**config.mk**
```make
export PLATFORM = sky130hd
export DESIGN_NAME = cad_kscale
export DESIGN_NICKNAME = d
export VERILOG_FILES = /design/src/rtl/cad_pkg.sv /design/src/rtl/cad_kscale.sv
export SDC_FILE = /design/constraint.sdc
export NUM_CORES = 1
export LEC_CHECK = 0
export BUFFER_PORTS_ARGS = -buffer_cell sky130_fd_sc_hd__buf_2
export CORE_MARGIN = 2
export CORE_UTILIZATION = 55
export DETAILED_ROUTE_END_ITERATION = 10
export PLACE_DENSITY = 0.68
export SYNTH_ARGS = -nofsm -noshare
export SYNTH_HDL_FRONTEND = slang
export SYNTH_SLANG_ARGS = --single-unit
```
**constraint.sdc**
```tcl
create_clock -name clk -period 3.7 [get_ports clk]
set_clock_uncertainty 0.05 [all_clocks]
set_input_delay 0.185 -clock clk [delete_from_list [all_inputs] [get_ports clk]]
set_output_delay 0.185 -clock clk [all_outputs]
set_load 0.02 [all_outputs]
```
**src/rtl/cad_pkg.sv**
```systemverilog
// Shared types, constants and helpers for the rectangular/polar complex adder.
// No dependencies; imported by every module of the block.
`default_nettype none
package cad_pkg;

	localparam int VAL_W = 24;
	localparam int ANG_W = 16;
	localparam int CORDIC_STEPS_DEF = 16;
	localparam int GUARD = 8;
	localparam int KSHIFT = 30 + GUARD;
	localparam int K_Q30 = 652032874;

	localparam int PI_Q13 = 25736;
	localparam int TWO_PI_Q13 = 51472;
	localparam int HALF_PI_Q13 = 12868;
	localparam int PI_Q20 = 3294199;
	localparam int HALF_PI_Q20 = 1647099;

	// datapath widths, set by the value ranges of the fixed field formats
	localparam int ROT_XW = 34;
	localparam int ZW = 24;
	localparam int RECT_W = 26;
	localparam int SUM_W = 27;
	localparam int VEC_XW = 38;
	localparam int MAG_W = 30;

	localparam int VMAX = 8388607;
	localparam int VMIN = -8388608;

	typedef enum logic [1:0] {
		CMD_RR = 2'd0,
		CMD_PP = 2'd1,
		CMD_RP = 2'd2
	} cmd_t;

	typedef struct packed {
		logic [1:0] cmd;
		logic signed [VAL_W-1:0] a_first;
		logic signed [VAL_W-1:0] a_second;
		logic signed [VAL_W-1:0] b_first;
		logic signed [VAL_W-1:0] b_second;
	} cad_in_t;

	typedef struct packed {
		logic is_polar;
		logic signed [VAL_W-1:0] res_first;
		logic signed [VAL_W-1:0] res_second;
		logic overflow;
	} cad_out_t;

	// round(atan(2^-i) * 2^20)
	function automatic logic signed [ZW-1:0] atan_q20(input int i);
		logic signed [ZW-1:0] r;
		case (i)
			0: r = 24'sd823550;
			1: r = 24'sd486170;
			2: r = 24'sd256879;
			3: r = 24'sd130396;
			4: r = 24'sd65451;
			5: r = 24'sd32757;
			6: r = 24'sd16383;
			7: r = 24'sd8192;
			8: r = 24'sd4096;
			9: r = 24'sd2048;
			10: r = 24'sd1024;
			11: r = 24'sd512;
			12: r = 24'sd256;
			13: r = 24'sd128;
			14: r = 24'sd64;
			15: r = 24'sd32;
			16: r = 24'sd16;
			17: r = 24'sd8;
			18: r = 24'sd4;
			19: r = 24'sd2;
			20: r = 24'sd1;
			default: r = '0;
		endcase
		return r;
	endfunction

	// {overflow, value} saturated to the 24-bit range
	function automatic logic [VAL_W:0] sat24(input logic signed [31:0] v);
		logic [VAL_W:0] r;
		if (v > 32'(VMAX))
			r = {1'b1, 24'h7FFFFF};
		else if (v < 32'(VMIN))
			r = {1'b1, 24'h800000};
		else
			r = {1'b0, v[VAL_W-1:0]};
		return r;
	endfunction

endpackage
`default_nettype wire

```
**src/rtl/cad_kscale.sv**
```systemverilog
// Two-stage CORDIC gain correction: round(x * K / 2^38) per lane, with the
// multiply split in two narrow partial products. Depends on cad_pkg.
`default_nettype none
module cad_kscale #(
	parameter int L = 1,
	parameter int W = 34,
	parameter int OW = 26,
	parameter int SW = 1
) (
	input wire logic clk,
	input wire logic arst_n,
	input wire logic in_valid,
	output logic in_ready,
	input wire logic signed [W-1:0] in_x [L],
	input wire logic [SW-1:0] in_side,
	output logic out_valid,
	input wire logic out_ready,
	output logic signed [OW-1:0] out_x [L],
	output logic [SW-1:0] out_side
);
	import cad_pkg::*;

	localparam int LO = W / 2;
	localparam int HW = W - LO;
	localparam int PW = W + 32;
	localparam logic signed [30:0] KS = 31'(K_Q30);
	localparam logic signed [PW-1:0] RND = PW'(1) <<< (KSHIFT - 1);

	logic signed [HW+30:0] ph_s1 [L];
	logic signed [LO+31:0] pl_s1 [L];
	logic signed [OW-1:0] q_s2 [L];
	logic [SW-1:0] side_s1, side_s2;
	logic v_s1, v_s2;
	logic en1, en2;

	assign en2 = !v_s2 || out_ready;
	assign en1 = !v_s1 || en2;
	assign in_ready = en1;

	for (genvar l = 0; l < L; l++) begin : g_lane
		logic signed [HW-1:0] xh;
		logic signed [LO:0] xl;
		logic signed [PW-1:0] sum;

		assign xh = in_x[l][W-1:LO];
		assign xl = $signed({1'b0, in_x[l][LO-1:0]});
		assign sum = (PW'(ph_s1[l]) <<< LO) + PW'(pl_s1[l]) + RND;

		always_ff @(posedge clk) begin
			if (en1) begin
				ph_s1[l] <= xh * KS;
				pl_s1[l] <= xl * KS;
			end
			if (en2) begin
				q_s2[l] <= sum[OW+KSHIFT-1:KSHIFT];
			end
		end
	end

	always_ff @(posedge clk or negedge arst_n) begin
		if (!arst_n) begin
			v_s1 <= 1'b0;
			v_s2 <= 1'b0;
		end else begin
			if (en1) v_s1 <= in_valid;
			if (en2) v_s2 <= v_s1;
		end
	end

	always_ff @(posedge clk) begin
		if (en1) side_s1 <= in_side;
		if (en2) side_s2 <= side_s1;
	end

	assign out_valid = v_s2;
	assign out_x = q_s2;
	assign out_side = side_s2;

endmodule
`default_nettype wire

```
==> metrics list <==
- Die outline width: 200 um
- Counting stages on the worst path, the most repeated cell is sky130_fd_sc_hd__fa_1.
- The number of buffers and inverters on the critical path is 5.
- Critical Path Fanout Max: 5
- Crit path max-delay family: adder cells
- Counting the buffers created by CTS gives 9.
- Maximum level of the CTS H-tree: 3
* Final std cells w/o fill: 3009
* Violations in the final reports: negative setup slack
- Core footprint: 37800 um^2
- Placed cell count: 2949
* Highest Clock Rate: 177 MHz
* YS warnings: 0
* Most used flip-flop cell after synthesis: sky130_fd_sc_hd__edfxtp_1
* Top layer reached by signal wires: met4
- Across all setup checks in the final design, the least slack found is -1950 ps.
- Count of port buffers added during placement: 67
- Period utilisation layout: 153%
- In this run the cell area of the synthesized design comes to 21100 um^2.
* Num Clock Sinks: 105
- For the worst-skew pair, the clock arrives at the later sink with an insertion delay of 370 ps.
* N_diodes: 0
* Routed via count: 15300
- Clk pin slew, worst setup/hold paths: 80 ps
* Number of setup violations in the final report: 64
* Wire length reported by the detailed router: 59.1 mm
* Share of layout cells above drive strength 1: 33.1%
- The clock passes through at most 2 buffers.
* Worst relative slew slack: 21.9%
- Most common cell after layout, fill and taps aside: sky130_fd_sc_hd__inv_1
- Synthesized net count: 2751
- Detail Placement HPWL: 51.5 mm
- Setup CP Type: in -> reg
- Entering global routing, the biggest net connects 79 pins.
- Leaving out fill and tap cells, the most frequent cells in the layout are sky130_fd_sc_hd__inv_1 (538), sky130_fd_sc_hd__buf_4 (429), sky130_fd_sc_hd__fa_1 (348).
* Register bit total from synthesis: 105
* Number of detailed-route iterations in the first pass: 5
- For the pin with the worst max-slew slack, the measured transition is 1170 ps.
- The routed design uses 25.8 mm of met2 wire.
- For this block, wires on met1 add up to 27.8 mm.
* Final #Nets: 3294
* Antenna violations before repair: 0
- Summed over all layers, the global routing overflow is 0.
- Signal arrival time at the worst endpoint: 5740 ps
- Starting DRT DRC Count: 821
* Worst setup SP type: input pin
- Post-route DRC: 0
- Each instance of the synthesized netlist takes up on average 10.8 um^2.
- Endpoint class of the critical path: flip-flop
- Buffer cell driving the clock tree root: sky130_fd_sc_hd__clkbuf_16
- Number of slew-limit violations in the final report: 0
- Unique cell type count in the Yosys netlist: 70
* TNS Setup: -97650 ps
* Initial Utilization: 55.9%
* Outcome: finished with violations
- Synthesized netlist cell count: 1950
* Wire length per cell: 19.6 um
- Global routing used 31.1% of the available tracks across all layers.
- Die span in y: 200 um
* Placement row count: 71
- Avg Vias per Cell: 5.08
- The tightest min-delay check is of the in -> async type.
- Detailed routing placed a total of 4.88 mm of wire on met3.
* Ports: 68
- Clock tree from TritonCTS: done
- Of the synthesized area, sequential elements account for 14.9%.
- Worst stage delay on the critical path: 560 ps
* Setup repair after global routing missed its margin: true
* Critical Path Slowest Stage Cell: sky130_fd_sc_hd__fa_2
- Data required time at the worst endpoint: 3780 ps
- Final Hold Fails: 0
- Final worst path period need: 5650 ps
* Weighted congestion reported at the end of routability-driven placement: 1.00
- Before CTS, the worst setup slack after placement is -2540 ps.
- The detail route stage leaves a number of antenna-violating nets equal to 0.
- First-pass GRT wire length: 91.1 mm
- Number of maximum-capacitance violations: 0
* CP cell instances: buf_8 > fa_2 > inv_2 > fa_1 > inv_2 > fa_1 > inv_1 > fa_1 > inv_1 > fa_1 > fa_1 > ha_4 > a21oi_4 > o21ai_4 > a221oi_4 > a2bb2oi_4 > a21oi_4 > o31ai_4 > o21ai_4 > a311o_1 > a21oi_2 > xnor2_1
- The die covers 39900 um^2.
* Post-synth EDFFs: 103
- Synth async-reset ratio: 1.90%
* Post-synthesis to final-layout area growth: 31.8%
- The number of global-route vias before repair came to 16400.
==> stage by stage <==
step | hold slack, ps | util (%) | cell area [um^2]
2_1_floorplan | -161 | - | 21800
3_3_place_gp | -81.2 | 68.7 | 26000
3_5_place_dp | -73.5 | 68.7 | 26000
4_1_cts | 57.9 | 72.3 | 27300
5_1_grt | 94.4 | 73.6 | 27800
6_report | 72.4 | 73.6 | 27800
==> worst register-to-register path, delay by kind of cell, from the launching register on <==
kind                     cells  cell delay [ps]
AND/OR/NAND/NOR              1              520
AO/OA/AOI/OAI                7             1670
XOR/XNOR                     1               80
adder cells (fa/ha/maj)      2              650
flip-flops                   1              380
==> worst paths after layout <==
path                              start      endpoint  cells past startpoint  slack [ps]
setup / recovery                in_x[5]  pl_s1[0][44]                     22       -1950
hold / removal                   arst_n          v_s1                      2          70
setup reg to reg           ph_s1[0][12]      out_x[8]                     11         100
hold reg to reg                 side_s1      out_side                      0         380
max in group asynchronous        arst_n     out_valid                      2        3430
min in group clk               in_x[18]   ph_s1[0][1]                      2         130
==> sequential cells by signal, indices dropped and copies added (netlist names) <==
register,cells
out_side,1
side_s1,1
v_s1,1
out_valid,1
ph_s1,46
out_x,26
pl_s1,29
==> layer usage <==
layer | global-route usage, % | vias up
met5 | 0 | -
met4 | 4.12 | 0
met3 | 9.58 | 33
met2 | 46.5 | 338
met1 | 46.0 | 7673
li1 | - | 7248
==> layout make-up <==
type | count | area (um^2)
clock inverter | 7 | 68.8
sequential | 105 | 3140
inverter | 589 | 2220
clock buffer | 9 | 225
fill | 2747 | 9960
timing repair buffer | 540 | 4260
tap | 511 | 639
multi-input combinational | 1248 | 17200
==> Yosys cell counts, drive strengths merged, types with 9 or more instances <==
cell type,number,share of area [%]
nand4,13,0.39
xnor2,56,2.3
nand2b,11,0.33
xor2,32,1.3
nand3,27,0.66
a21o,62,2.2
o21ai,28,0.70
inv,588,10
nand2,27,0.48
and3,9,0.30
ha,375,22
a31oi,9,0.27
edfxtp,103,15
nor2,37,0.66
a21oi,62,1.5
o21a,9,0.32
fa,387,37
==> timing repair <==
item                                    CTS  global route
buffers inserted                         25            26
hold buffers                              3             0
gates resized for setup                 204            87
hold endpoints to repair                  4             0
pin swaps                               129            85
endpoints found under the setup margin   79            76
==> cell families (layout without fill, tap and decap cells) <==
group                    after synthesis  in the layout  synth area share [%]
flip-flops                           105            105                  14.9
XOR/XNOR                              88             88                  3.65
AND/OR/NAND/NOR                      172            172                  4.40
multiplexers                           1              1                0.0475
AO/OA/AOI/OAI                        225            225                  7.41
buffers and inverters                597           1145                  10.6
adder cells (fa/ha/maj)              762            762                  59.0
Power is not shown: default switching activity piles up to over one toggle a cycle in this logic, so the estimate is an artifact.
