File: config.mk
export PLATFORM = sky130hd
export DESIGN_NAME = cad_cordic
export DESIGN_NICKNAME = d
export VERILOG_FILES = /design/src/rtl/cad_pkg.sv /design/src/rtl/cad_cordic.sv
export SDC_FILE = /design/constraint.sdc
export NUM_CORES = 2
export LEC_CHECK = 0
export BUFFER_PORTS_ARGS = -buffer_cell sky130_fd_sc_hd__buf_4
export CAP_MARGIN = 20
export CORE_ASPECT_RATIO = 1.2
export CORE_MARGIN = 4
export CORE_UTILIZATION = 31
export DETAILED_ROUTE_END_ITERATION = 7
export SLEW_MARGIN = 20
export SYNTH_ARGS = -nofsm -noshare
export SYNTH_HDL_FRONTEND = slang
export SYNTH_SLANG_ARGS = --single-unit
File: constraint.sdc
create_clock -name clk -period 24.6 [get_ports clk]
set_input_delay 3.69 -clock clk [delete_from_list [all_inputs] [get_ports clk]]
set_output_delay 3.69 -clock clk [all_outputs]
set_load 0.02 [all_outputs]
File: src/rtl/cad_pkg.sv
// Shared types, constants and helpers for the rectangular/polar complex adder.
// No dependencies; imported by every module of the block.
`default_nettype none
package cad_pkg;

	localparam int VAL_W = 24;
	localparam int ANG_W = 16;
	localparam int CORDIC_STEPS_DEF = 16;
	localparam int GUARD = 8;
	localparam int KSHIFT = 30 + GUARD;
	localparam int K_Q30 = 652032874;

	localparam int PI_Q13 = 25736;
	localparam int TWO_PI_Q13 = 51472;
	localparam int HALF_PI_Q13 = 12868;
	localparam int PI_Q20 = 3294199;
	localparam int HALF_PI_Q20 = 1647099;

	// datapath widths, set by the value ranges of the fixed field formats
	localparam int ROT_XW = 34;
	localparam int ZW = 24;
	localparam int RECT_W = 26;
	localparam int SUM_W = 27;
	localparam int VEC_XW = 38;
	localparam int MAG_W = 30;

	localparam int VMAX = 8388607;
	localparam int VMIN = -8388608;

	typedef enum logic [1:0] {
		CMD_RR = 2'd0,
		CMD_PP = 2'd1,
		CMD_RP = 2'd2
	} cmd_t;

	typedef struct packed {
		logic [1:0] cmd;
		logic signed [VAL_W-1:0] a_first;
		logic signed [VAL_W-1:0] a_second;
		logic signed [VAL_W-1:0] b_first;
		logic signed [VAL_W-1:0] b_second;
	} cad_in_t;

	typedef struct packed {
		logic is_polar;
		logic signed [VAL_W-1:0] res_first;
		logic signed [VAL_W-1:0] res_second;
		logic overflow;
	} cad_out_t;

	// round(atan(2^-i) * 2^20)
	function automatic logic signed [ZW-1:0] atan_q20(input int i);
		logic signed [ZW-1:0] r;
		case (i)
			0: r = 24'sd823550;
			1: r = 24'sd486170;
			2: r = 24'sd256879;
			3: r = 24'sd130396;
			4: r = 24'sd65451;
			5: r = 24'sd32757;
			6: r = 24'sd16383;
			7: r = 24'sd8192;
			8: r = 24'sd4096;
			9: r = 24'sd2048;
			10: r = 24'sd1024;
			11: r = 24'sd512;
			12: r = 24'sd256;
			13: r = 24'sd128;
			14: r = 24'sd64;
			15: r = 24'sd32;
			16: r = 24'sd16;
			17: r = 24'sd8;
			18: r = 24'sd4;
			19: r = 24'sd2;
			20: r = 24'sd1;
			default: r = '0;
		endcase
		return r;
	endfunction

	// {overflow, value} saturated to the 24-bit range
	function automatic logic [VAL_W:0] sat24(input logic signed [31:0] v);
		logic [VAL_W:0] r;
		if (v > 32'(VMAX))
			r = {1'b1, 24'h7FFFFF};
		else if (v < 32'(VMIN))
			r = {1'b1, 24'h800000};
		else
			r = {1'b0, v[VAL_W-1:0]};
		return r;
	endfunction

endpackage
`default_nettype wire

File: src/rtl/cad_cordic.sv
// Pipelined CORDIC, one register stage per iteration, L lanes in lockstep.
// Rotation or vectoring mode by VEC; depends on cad_pkg for the atan table.
`default_nettype none
module cad_cordic #(
	parameter int N = 16,
	parameter int L = 1,
	parameter int XW = 34,
	parameter int ZW = 24,
	parameter int SW = 1,
	parameter bit VEC = 1'b0
) (
	input wire logic clk,
	input wire logic arst_n,
	input wire logic in_valid,
	output logic in_ready,
	input wire logic signed [XW-1:0] in_x [L],
	input wire logic signed [XW-1:0] in_y [L],
	input wire logic signed [ZW-1:0] in_z [L],
	input wire logic [SW-1:0] in_side,
	output logic out_valid,
	input wire logic out_ready,
	output logic signed [XW-1:0] out_x [L],
	output logic signed [XW-1:0] out_y [L],
	output logic signed [ZW-1:0] out_z [L],
	output logic [SW-1:0] out_side
);
	import cad_pkg::*;

	logic signed [XW-1:0] x_s [N+1][L];
	logic signed [XW-1:0] y_s [N+1][L];
	logic signed [ZW-1:0] z_s [N+1][L];
	logic [SW-1:0] side_s [N+1];
	logic [N:0] v_s;
	logic [N:0] rdy;

	assign x_s[0] = in_x;
	assign y_s[0] = in_y;
	assign z_s[0] = in_z;
	assign side_s[0] = in_side;
	assign v_s[0] = in_valid;
	assign rdy[N] = out_ready;
	assign in_ready = rdy[0];

	for (genvar k = 0; k < N; k++) begin : g_stage
		localparam logic signed [ZW-1:0] AT = ZW'(atan_q20(k));

		assign rdy[k] = !v_s[k+1] || rdy[k+1];

		for (genvar l = 0; l < L; l++) begin : g_lane
			logic signed [XW-1:0] xs, ys;
			logic up;

			assign xs = x_s[k][l] >>> k;
			assign ys = y_s[k][l] >>> k;
			// vectoring drives y to zero, rotation drives z to zero
			assign up = VEC ? !y_s[k][l][XW-1] : z_s[k][l][ZW-1];

			always_ff @(posedge clk) begin
				if (rdy[k]) begin
					x_s[k+1][l] <= up ? x_s[k][l] + ys : x_s[k][l] - ys;
					y_s[k+1][l] <= up ? y_s[k][l] - xs : y_s[k][l] + xs;
					z_s[k+1][l] <= up ? z_s[k][l] + AT : z_s[k][l] - AT;
				end
			end
		end

		always_ff @(posedge clk or negedge arst_n) begin
			if (!arst_n) begin
				v_s[k+1] <= 1'b0;
			end else if (rdy[k]) begin
				v_s[k+1] <= v_s[k];
			end
		end

		always_ff @(posedge clk) begin
			if (rdy[k]) begin
				side_s[k+1] <= side_s[k];
			end
		end
	end

	assign out_valid = v_s[N];
	assign out_x = x_s[N];
	assign out_y = y_s[N];
	assign out_z = z_s[N];
	assign out_side = side_s[N];

endmodule
`default_nettype wire

==> results.toml <==
[outcome]
status = "complete, no violations"

[floorplanning]
rows = 256
ios = 192
die_w_um = 590
start_util_pct = 31.1
die-area_um2 = 417000
die_y_um = 706
core_area_um2 = 405000

[placement]
gp_congestion = 0.920
post-dp-hpwl_um = 259000
io_buffers = 191

[sta]
worstMarginPinSlew_ps = 1180
setup_viol = 0
clock.fmax_mhz = 82.8
fin_crit_sh_pct = 49.1
post-route-min-period_ps = 12070
fin_worst_skew_ps = 110
setup_tns_ps = 0
hold_viol = 0
slew_viol_final = 0
grt_setup_unrepaired = "false"
max-slew-margin-rel_pct = 19.5

[logic_synthesis]
yosysSeqAreaShare_pct = 35.8
ys_ff_latch = 1503
synth.top_cell.area_share_pct = 35.4
synth_area_leader_cell = "edfxtp_1"
synth_flop_cell = "edfxtp_1"
synth_fa_ha_area_share_pct = 14.5
synth-compound-area-share_pct = 19.0
yosys.area_share.simple_pct = 13.1
synth_xor_area_share_pct = 13.2
yosysWarnings = 0
yosys.cell_types.count = 84
synth_mux_area_share_pct = 1.14
syn_nets = 14800
synth-edff-count = 1487
syn_inst = 13200
avgSynthCellArea_um2 = 9.52
async_reset_ff_share_pct = 1.06
synth_top_family_by_area = "compound AO/OA/AOI/OAI gates"
synth_common_cells = "1487 x edfxtp_1, 1453 x a21oi_1, 1386 x ha_1"
yosysMostFrequentCell = "edfxtp_1"
syn_area_um2 = 126000
synth_area_leaders = "edfxtp_1 35%, ha_1 14%, xnor2_1 8.9%"

[grt]
overflow = 0
met2_usage_pct = 28.3
grt-busiest-layer = "met2"
use_met1_pct = 16.2
antenna_found_initial = 7
grt_use_total_pct = 14.8
use_met3_pct = 1.46
grt_max_degree = 94
grt_first_pass_wirelength_um = 505000
grt_pass1_vias = 94400

[drt]
routed_via_density = 5.06
wirelength_um = 319000
drt_pre_antenna_iters = 6
route.detailed.drc = 0
wl_per_cell_um = 16.9
ant_nets = 0
dr_total_vias = 95700
drt_iter0_drc = 4742

[clock_network]
cts.clk_slew.worst_paths_ps = 60
clock_sinks = 1503
numCtsBuffers = 181
clockRootBuffer = "clkbuf_16"
cts_hold_buf = 0
clk_latency_ps = 890
ctsLongestPathBuffers = 4
cts_tree = "built"
htreeDepth = 4
cts_resized = 0
cts_setup_buffers = 0

[setup_path]
cp_common_cell = "and3_1"
crit_arrival_ps = 8380
crit_path_start_kind = "input pin"
cp_slowest_cell = "nor2_1"
max_stage_delay_ps = 660
path_max_fanout = 33
required_ps = 20910
cp-end-kind = "primary output"
startpoint = "out_ready"
critical_path_class = "in2out"
crit_chain = "buf_4, nor2b_1, nand2_4, nor2_1, and2_1, and3_1, and3_1, and3_1, nand3_4, inv_1, nand3_4, buf_4"
r2r_start = "g_stage[4].g_lane[0].ys[0]"

[finish]
nets = 14900
syn_to_final_growth_pct = 10.6
drive_above_1_share_pct = 5.13

[min_path]
min_from = "z_s[123]"
hold_path_class = "reg2reg"

[flow_run]
drv_cap = 0
==> placed cells by master, fill, tap and decap left out, types with 33 or more instances in the layout <==
cell | Yosys | final
a2111oi_0 | 36 | 33
a211oi_1 | 106 | 105
a21boi_0 | 34 | 34
a21o_1 | 584 | 584
a21oi_1 | 1453 | 1453
a31oi_1 | 151 | 151
and2_1 | 74 | 74
and3_1 | 115 | 115
buf_4 | 92 | 252
clkbuf_16 | 0 | 183
clkinv_1 | 11 | 41
edfxtp_1 | 1487 | 1487
fa_1 | 49 | 49
ha_1 | 1386 | 1386
inv_1 | 696 | 690
mux2_2 | 52 | 52
mux2i_1 | 85 | 85
nand2_1 | 588 | 582
nand2b_1 | 204 | 204
nand3_1 | 208 | 205
nand4_1 | 70 | 70
nor2_1 | 1230 | 1230
nor2b_1 | 180 | 180
nor3_1 | 356 | 356
nor3b_1 | 37 | 37
nor4_1 | 84 | 84
o211ai_1 | 52 | 52
o21a_1 | 176 | 176
o21ai_0 | 614 | 614
o21bai_1 | 188 | 188
o31a_1 | 38 | 38
o31ai_1 | 52 | 52
o41ai_1 | 51 | 51
or2_2 | 54 | 54
or3_1 | 89 | 89
or4_1 | 43 | 43
xnor2_1 | 1280 | 1280
xor2_1 | 616 | 616
==> final cells by class <==
class | instances | area, µm²
fill | 41300 | 266000
multi-input combinational | 10700 | 76900
sequential | 1503 | 45100
tap | 5418 | 6780
clock buffer | 210 | 4710
inverter | 707 | 2670
timing repair buffer | 255 | 1930
clock inverter | 109 | 1320
antenna | 1 | 2.50
==> cell families after synthesis <==
kind of cell    after synthesis
flops                      1503
buf+inv                    1011
simple gates               3427
fa+ha+maj                  1435
mux                         137
compound gates             3822
xor+xnor                   1896
==> registers in the layout, summed over array words and instances, names as in the netlist <==
register and count:
out_y 34, g_stage.g_lane.up 15, g_stage.g_lane.xs 390, out_side 1, y_s 119, z_s 345
v_s 15, out_x 34, g_stage.g_lane.ys 390, x_s 120, side_s 15, out_z 24
out_valid 1
==> layer usage <==
| metal | vias to the layer above | share of wire [%] |
|---|---|---|
| met5 | - | 0 |
| met4 | 0 | 5.2 |
| met3 | 737 | 3.2 |
| met2 | 1779 | 52 |
| met1 | 44400 | 39 |
| li1 | 48700 | - |
==> worst max-delay path: cells and delay by family <==
kind / cells / cell delay (ps)
buf+inv: 3 / 780
simple gates: 9 / 3840
==> metrics by stage <==
step                hold WS [ps]  instances  cell area, µm²  setup slack [ps]  util, %
floorplan                    400      13200          126000              9110        -
global placement             401      18600          133000             12570     32.9
detailed placement           405      18600          133000             12490     32.9
CTS                          338      18900          139000             12480     34.4
global route                 348      18900          139000             12090     34.4
finish                       336      18900          139000             12530     34.4
==> final timing paths <==
kind	end	slack, ps	cells past startpoint
max	in_ready	12530	12
min	z_s[99]	340	0
max reg2reg	g_stage[5].g_lane[0].xs[27]	18430	20
min reg2reg	z_s[99]	340	0
max in group asynchronous	v_s[7]	21510	1
min in group asynchronous	v_s[12]	2740	1
Power is left out: the tool's default activity adds up to more than one toggle a clock period on the data nets, which glitch-free logic cannot reach.
